$ cat config.mk
export PLATFORM = sky130hd
export DESIGN_NAME = ptme_addr_unit
export DESIGN_NICKNAME = d
export VERILOG_FILES = /design/src/rtl/ptme_pkg.sv /design/src/rtl/ptme_addr_unit.sv
export SDC_FILE = /design/constraint.sdc
export NUM_CORES = 1
export LEC_CHECK = 0
export ABC_AREA = 1
export BUFFER_PORTS_ARGS = -buffer_cell sky130_fd_sc_hd__buf_2
export CAP_MARGIN = 40
export CORE_MARGIN = 2
export CORE_UTILIZATION = 27
export DETAILED_ROUTE_END_ITERATION = 7
export GPL_TIMING_DRIVEN = 0
export PLACE_DENSITY = 0.59
export SETUP_SLACK_MARGIN = 0.02
export SLEW_MARGIN = 20
export SYNTH_ARGS = -nofsm -noshare
export SYNTH_HDL_FRONTEND = slang
export SYNTH_SLANG_ARGS = --single-unit
$ cat constraint.sdc
create_clock -name vclk -period 4.3
set_input_delay 0 -clock vclk [all_inputs]
set_output_delay 0 -clock vclk [all_outputs]
set_load 0.05 [all_outputs]
$ cat src/rtl/ptme_pkg.sv
`timescale 1ns / 1ps
// Shared types and constants for the page table map/unmap engine.
// No dependencies.
package ptme_pkg;

    // Request opcodes
    localparam logic OP_MAP   = 1'b0;
    localparam logic OP_UNMAP = 1'b1;

    // Table geometry
    localparam int IDX_W      = 9;
    localparam int ENTRY_W    = 64;
    localparam int VA_W       = 48;
    localparam int PA_W       = 52;
    localparam int FLAGS_W    = 12;
    localparam int BASE_W     = 40;
    localparam int FRAME_W    = 52;
    localparam int SUM_W      = 53;

    // Entry bit positions
    localparam int E_PRESENT_BIT = 0;
    localparam int E_LARGE_BIT   = 7;
    localparam logic [FLAGS_W-1:0] E_PRESENT = 12'h001;
    localparam logic [FLAGS_W-1:0] E_WRITE   = 12'h002;

    // Walk levels
    localparam logic [1:0] LVL_ROOT     = 2'd0;
    localparam logic [1:0] LVL_DIR1     = 2'd1;
    localparam logic [1:0] LVL_DIR2     = 2'd2;
    localparam logic [1:0] LVL_LEAF     = 2'd3;

    localparam logic [BASE_W-1:0] POOL_BASE_RESET = 40'd112;

    typedef enum logic [2:0] {
        ST_DONE      = 3'd0,
        ST_LARGE     = 3'd1,
        ST_EXHAUSTED = 3'd2,
        ST_ABSENT    = 3'd3,
        ST_OUTSIDE   = 3'd4
    } status_t;

    typedef enum logic [2:0] {
        S_IDLE,
        S_READ,
        S_EVAL,
        S_ALLOC,
        S_LEAF,
        S_FINISH
    } state_t;

    typedef enum logic {
        UOP_ADD,
        UOP_SUB
    } unit_op_t;

    // Result of the shared address unit
    typedef struct packed {
        logic             in_pool;
        logic [SUM_W-1:0] sum;
    } unit_res_t;

endpackage

$ cat src/rtl/ptme_addr_unit.sv
`timescale 1ns / 1ps
// Shared add/subtract unit: frame-to-pool-page check and new table address.
// Depends on ptme_pkg.
module ptme_addr_unit
    import ptme_pkg::*;
#(
    parameter int POOL_PAGES = 16
)
(
    input  unit_op_t            uop,
    input  logic [FRAME_W-1:0]  a,
    input  logic [BASE_W-1:0]   base,
    output unit_res_t           res
);

    logic [SUM_W-1:0] op_b;
    logic [SUM_W-1:0] sum;

    // Subtract as add of inverted operand plus one
    assign op_b = (uop == UOP_SUB) ? ~{13'd0, base} : {13'd0, base};
    assign sum  = {1'b0, a} + op_b + SUM_W'(uop == UOP_SUB);

    // Top bit set means frame was below the base
    assign res.sum     = sum;
    assign res.in_pool = !sum[SUM_W-1] && (sum[FRAME_W-1:0] < FRAME_W'(POOL_PAGES));

endmodule

==> qor.yml, run 1 <==
floorplan:
  num_io_pins: 147
  start_util_pct: 27.4
  die_w_um: 144
  rows: 51
  coreArea_um2: 19300
  die_h_um: 144
  dieArea_um2: 20700
finish:
  seq_cell_count: 0
  area_growth_pct: 20.7
  antennaDiodeCount: 0
  layout_commonest_cell: "nand2_1"
  fillers: 2319
  register_area_um2: 0
  final_net_count: 1384
  drive_above_1_share_pct: 17.9
  nClkBuffers: 0
  final_cell_mix: "422 x nand2_1, 239 x inv_1, 148 x buf_2"
clocking:
  cts-resized-gates: 0
  postCtsHoldBufs: 0
  post-cts-setup-buffers: 0
sta:
  tightest_slew_ns: 0.387
  fin_tns_setup_ns: 0
  setup_viol: 0
  slew_viol_final: 0
  post-route-period-util_pct: 90.1
  final_hold_viol_count: 0
  fmax_ghz: 0.258
  relSlewSlack_pct: 74.2
  finalCriticalPeriod_ns: 3.87
  rsz0062_at_grt: "false"
setup_path:
  crit_fanout: 13
  crit_buf_inv: 6
  crit_path_end_kind: "output pin"
  crit_path_max_incr_delay_ns: 0.35
  crit_path_cell_trace: "buf_2 > buf_2 > clkbuf_4 > clkbuf_4 > xor2_1 > ha_1 > nand2_1 > inv_1 > nand2_1 > nand2_1 > nand2_1 > nand2_1 > nand2_1 > nand3_1 > nand2_1 > nand2_1 > nor2_1 > nand2_1 > nor2_1 > nand3_1 > nor2_1 > nand2_1 > nor2_1 > buf_2"
  critPathLaunchType: "input pin"
  crit_cells: 24
  crit_type: "in -> out"
  cpMaxStageDelayCell: "clkbuf_4"
  crit_path_frequent_cell: "nand2_1"
  critPathArrivalTime_ns: 3.87
  path_delay_family: "simple AND/OR/NAND/NOR gates"
  cp.required_ns: 4.30
drt:
  first_iter_violations: 430
  ant_nets: 0
  avgRoutedWirePerCell_um: 13.7
  first_pass_iters: 4
  num_vias: 6829
  drc_errors: 0
  via_per_inst: 4.55
  wirelength_um: 20600
global_routing:
  overflow: 0
  grt_pass1_vias: 6224
  grt_pass1_wl_um: 31600
  antenna_found_initial: 0
  grt_usage_pct: 19.4
  grt_max_degree: 14
synth:
  synth_top_family_by_area: "simple AND/OR/NAND/NOR gates"
  syn_area_um2: 5290
  yosys.area_share.simple_pct: 53.9
  ys_types: 31
  syn-instance-count: 1088
  syn_avg_cell_area_um2: 4.86
  syn-num-nets: 1233
  synth_mux_area_share_pct: 0
  synthAdderAreaFrac_pct: 12.4
  yosys.area_share.xor_xnor_pct: 7.95
  ys_warn_count: 0
  ys_seq_area_share_pct: 0
  synth_compound_area_share_pct: 8.09
place:
  io_buffers: 147
  hpwlAfterDp_um: 18700
  gp_congestion: 0.952
run:
  max_cap_viol_count: 0
pwr:
  finalPower_mw: 1.70
  peakVddDrop_uv: 154
  leakage_nw: 4.12
  power_density_nw_per_um2: 267
outcome:
  outcome: "completed"
hold_path:
  hold_depth: 4
  min_path_type: "in -> out"
cell families (layout without fill, tap and decap cells):
| kind of cell | Yosys count | in the layout |
|---|---|---|
| buffers and inverters | 247 | 396 |
| adder cells (fa/ha/maj) | 52 | 52 |
| XOR/XNOR | 48 | 48 |
| AND/OR/NAND/NOR | 665 | 665 |
| AO/OA/AOI/OAI | 76 | 76 |
synth_stat cells:
cell	n	area [µm²]
xor2_1	44	385
nand3b_1	6	45.0
and2_1	1	6.26
and3_1	1	6.26
nand2_1	422	1580
nor4_2	1	12.5
a21boi_0	2	15.0
nand3_2	11	110
o21ai_1	1	5.00
o21ai_0	14	70.1
o21bai_1	5	37.5
o21a_1	2	15.0
and2_2	1	7.51
ha_1	51	638
inv_2	3	11.3
xnor2_1	4	35.0
nor2_2	14	87.6
nand3_1	51	255
a211oi_1	1	7.51
a21oi_1	44	220
nor3_2	2	20.0
buf_2	3	15.0
a21oi_2	4	35.0
inv_1	239	897
a21o_1	3	22.5
nand2_2	33	206
buf_1	2	7.51
nor3_1	8	40.0
nand4_1	18	113
nor2_1	96	360
fa_1	1	20.0
worst paths after layout:
path | end | slack [ns] | startpoint
setup / recovery | res[53] | 0.43 | uop
hold / removal | res[0] | 0.41 | a[0]
metrics by stage:
step                      instances  worst slack [ns]  hold WS (ns)  util [%]  area, µm²
final                          1502             0.425         0.413      33.0       6390
after global routing           1502            0.0984         0.472      33.0       6390
after CTS                      1502             0.162         0.413      33.0       6380
after detailed placement       1502             0.167         0.410      33.0       6380
after global placement         1500             0.174         0.407      32.9       6360
after floorplan                1088              1.07         0.325         -       5290
worst min-delay path, delay by kind of cell:
family | cells | cell delay, ns
buf+inv | 2 | 0.31
simple gates | 2 | 0.10
report_power, final:
part,internal [mW],switching (mW)
combinational,0.448,1.26
clock,0,0
sequential,0,0
total,0.448,1.26
final cells by class:
cell class	instances	area [µm²]	area share, %
buffer	5	27.5	0.431
inverter	242	908	14.2
multi-input combinational	841	4360	68.3
tap	265	332	5.19
timing repair buffer	149	758	11.9
routing by layer:
layer / GRT usage, % / share of wire [%]
met1: 28.0 / 49
met2: 33.0 / 44
met3: 0.861 / 5.2
met4: 1.91 / 1.3
met5: 0 / 0
Note: power is estimated with default switching activity, not from simulation.
==> inputs of run 2 (changes only) <==
Settings changed: ABC_AREA 1 to 0, PLACE_DENSITY 0.59 to 0.6, REMOVE_ABC_BUFFERS from default to 1.
==> run 2 against run 1 <==
Core utilization grew 2.2 points; combinational power grew 4%; maximum frequency shrank 5.2%; global-route usage shrank 1.8 points; sequential share of layout area is the same; count of clock-buffer cells in the layout is the same; area after synthesis shrank 20%; worst hold slack lost 0.032 ns; via count shrank 23%; synthesized cell count shrank 42%; first-iteration DRC count shrank 16%; cell count shrank 35%.
==> qor.yml, run 2 <==
outcome:
  outcome: "completed"  # unchanged
drt:
  via_per_inst: 5.46  # was 4.55
  num_vias: 5290  # was 6829
  avgRoutedWirePerCell_um: 16.4  # was 13.7 µm
  drc_errors: 0  # unchanged
  first_pass_iters: 5  # was 4
  first_iter_violations: 363  # was 430
  ant_nets: 0  # unchanged
  wirelength_um: 15900  # was 20600 µm
global_routing:
  overflow: 0  # unchanged
  grt_max_degree: 28  # was 14
  grt_pass1_vias: 4756  # was 6224
  grt_pass1_wl_um: 24100  # was 31600 µm
  antenna_found_initial: 0  # unchanged
  grt_usage_pct: 17.6  # was 19.4%
synth:
  synth_largest_area_cell: "ha_1"  # was nand2_1
  ys_seq_area_share_pct: 0  # unchanged
  synth.most_common_cell: "a21oi_1"  # was nand2_1
  syn_area_um2: 4240  # was 5290 µm²
  syn_avg_cell_area_um2: 6.70  # was 4.86 µm²
  yosys-top-cells-area: "ha_1 15%, xor2_1 12%, a21oi_1 7.9%"  # was nand2_1 30%, inv_1 17%, ha_1 12%
  ys_types: 69  # was 31
  syn-instance-count: 633  # was 1088
  synth_top_area_share_pct: 15.0  # was 29.9%
  ys_warn_count: 0  # unchanged
  ys_top_cells_by_count: "67 x a21oi_1, 64 x nand2_1, 56 x xor2_1"  # was 422 x nand2_1, 239 x inv_1, 96 x nor2_1
finish:
  fillers: 1680  # was 2319
  antennaDiodeCount: 0  # unchanged
  final_cell_mix: "145 x buf_2, 64 x a21oi_1, 63 x nand2_1"  # was 422 x nand2_1, 239 x inv_1, 148 x buf_2
  area_growth_pct: 26.7  # was 20.7%
  utilization_pct: 35.2  # was 33.0%
  nClkBuffers: 0  # unchanged
  final_net_count: 905  # was 1384
  register_area_um2: 0  # unchanged
  drive_above_1_share_pct: 25.7  # was 17.9%
  layout_commonest_cell: "buf_2"  # was nand2_1
  seq_cell_count: 0  # unchanged
sta:
  relSlewSlack_pct: 61.4  # was 74.2%
  final_hold_viol_count: 0  # unchanged
  setup_viol: 0  # unchanged
  tightest_slew_ns: 0.575  # was 0.387 ns
  rsz0062_at_grt: "false"  # unchanged
  fmax_ghz: 0.245  # was 0.258 GHz
  post-route-period-util_pct: 95.0  # was 90.1%
  slew_viol_final: 0  # unchanged
  finalCriticalPeriod_ns: 4.09  # was 3.87 ns
pwr:
  finalPower_mw: 1.76  # was 1.70 mW
  power_density_nw_per_um2: 327  # was 267 nW/µm²
  peakVddDrop_uv: 161  # was 154 µV
  leakage_nw: 2.44  # was 4.12 nW
setup_path:
  cp.required_ns: 4.30  # about the same
  crit_path_end_kind: "output pin"  # unchanged
  critPathArrivalTime_ns: 4.09  # was 3.87 ns
  crit_fanout: 14  # was 13
  crit_type: "in -> out"  # unchanged
  critPathLaunchType: "input pin"  # unchanged
floorplan:
  rows: 45  # was 51
  die_w_um: 129  # was 144 µm
  num_io_pins: 147  # unchanged
  dieArea_um2: 16700  # was 20700 µm²
  coreArea_um2: 15300  # was 19300 µm²
  start_util_pct: 27.8  # was 27.4%
  die_h_um: 129  # was 144 µm
place:
  hpwlAfterDp_um: 12900  # was 18700 µm
  gp_congestion: 0.916  # was 0.952
  io_buffers: 147  # unchanged
hold_path:
  min_path_type: "in -> out"  # unchanged
run:
  max_cap_viol_count: 0  # unchanged
clocking:
  postCtsHoldBufs: 0  # unchanged
-- run 2: changes by cell type after synthesis, moves of 16 or more --
cell and change:
a21o_1 +16, a21oi_1 +23, inv_1 -215, nand2_1 -358, nand2_2 -33, nand3_1 -33
nor2_1 -45, o21ai_0 +26
-- run 2: final cells by class --
cell class | instances | area, µm² | share of cell area [%]
multi-input combinational | 580 | 4160 | 77.4
timing repair buffer | 154 | 863 | 16.1
tap | 211 | 264 | 4.91
inverter | 24 | 90.1 | 1.68
-- run 2: metal layers --
layer  global-route usage [%]  vias to the layer above  part of all wire (%)
met3                     1.69                       17                   6.1
met1                     24.2                     2431                    46
met2                     30.5                      193                    47
met4                     1.98                        0                   1.5
met5                        0                        -                     0
li1                         -                     2649                     -
-- run 2: repair_timing --
action,CTS,global route
buffers inserted,4,1
pin swaps,1,7
endpoints found under the setup margin,1,1
resized for setup,13,27
cloned,1,1
-- run 2: kinds of logic (layout without fill, tap and decap cells) --
group | count (synthesis) | in the layout | synth area share [%]
AOI/OAI and AO/OA | 231 | 231 | 36.6
and+or+nand+nor | 218 | 218 | 25.9
xor gates and xnor gates | 72 | 72 | 14.9
buffers and inverters | 53 | 178 | 5.16
adders and majority gates | 52 | 52 | 15.5
muxes | 7 | 7 | 1.95
-- run 2: path summary, 6_finish.rpt --
check | end | slack [ns] | cells past startpoint | start
worst min-delay path | res[0] | 0.38 | 3 | a[0]
worst max-delay path | res[53] | 0.21 | 16 | uop
-- run 2: stage by stage --
stage / setup WS [ns] / instances / setup TNS, ns / cell area [µm²] / hold WS, ns
floorplan: 0.137 / 604 / 0 / 4120 / 0.268
finish: 0.214 / 969 / 0 / 5380 / 0.381
detailed placement: -0.778 / 962 / -0.778 / 5120 / 0.382
global placement: -1.27 / 962 / -2.52 / 5110 / 0.381
global route: 0.0369 / 969 / 0 / 5380 / 0.399
CTS: 0.0891 / 967 / 0 / 5230 / 0.383
-- run 2: critical path, stage by stage --
cell,delay [ns]
buf_16,0.14
xor2_1,0.17
ha_2,0.43
nand4_1,0.15
buf_4,0.17
nor4_4,0.16
o211ai_2,0.21
a311oi_4,0.46
a21oi_2,0.12
xnor2_1,0.21
or4_4,0.57
nor4_2,0.29
nand4_1,0.18
or4_1,0.50
nor2_1,0.13
buf_6,0.17
-- run 2: report_power, final --
group	leakage [nW]	switching (mW)	internal, mW
clock network	0	0	0
logic	2.44	1.25	0.512
registers	0	0	0
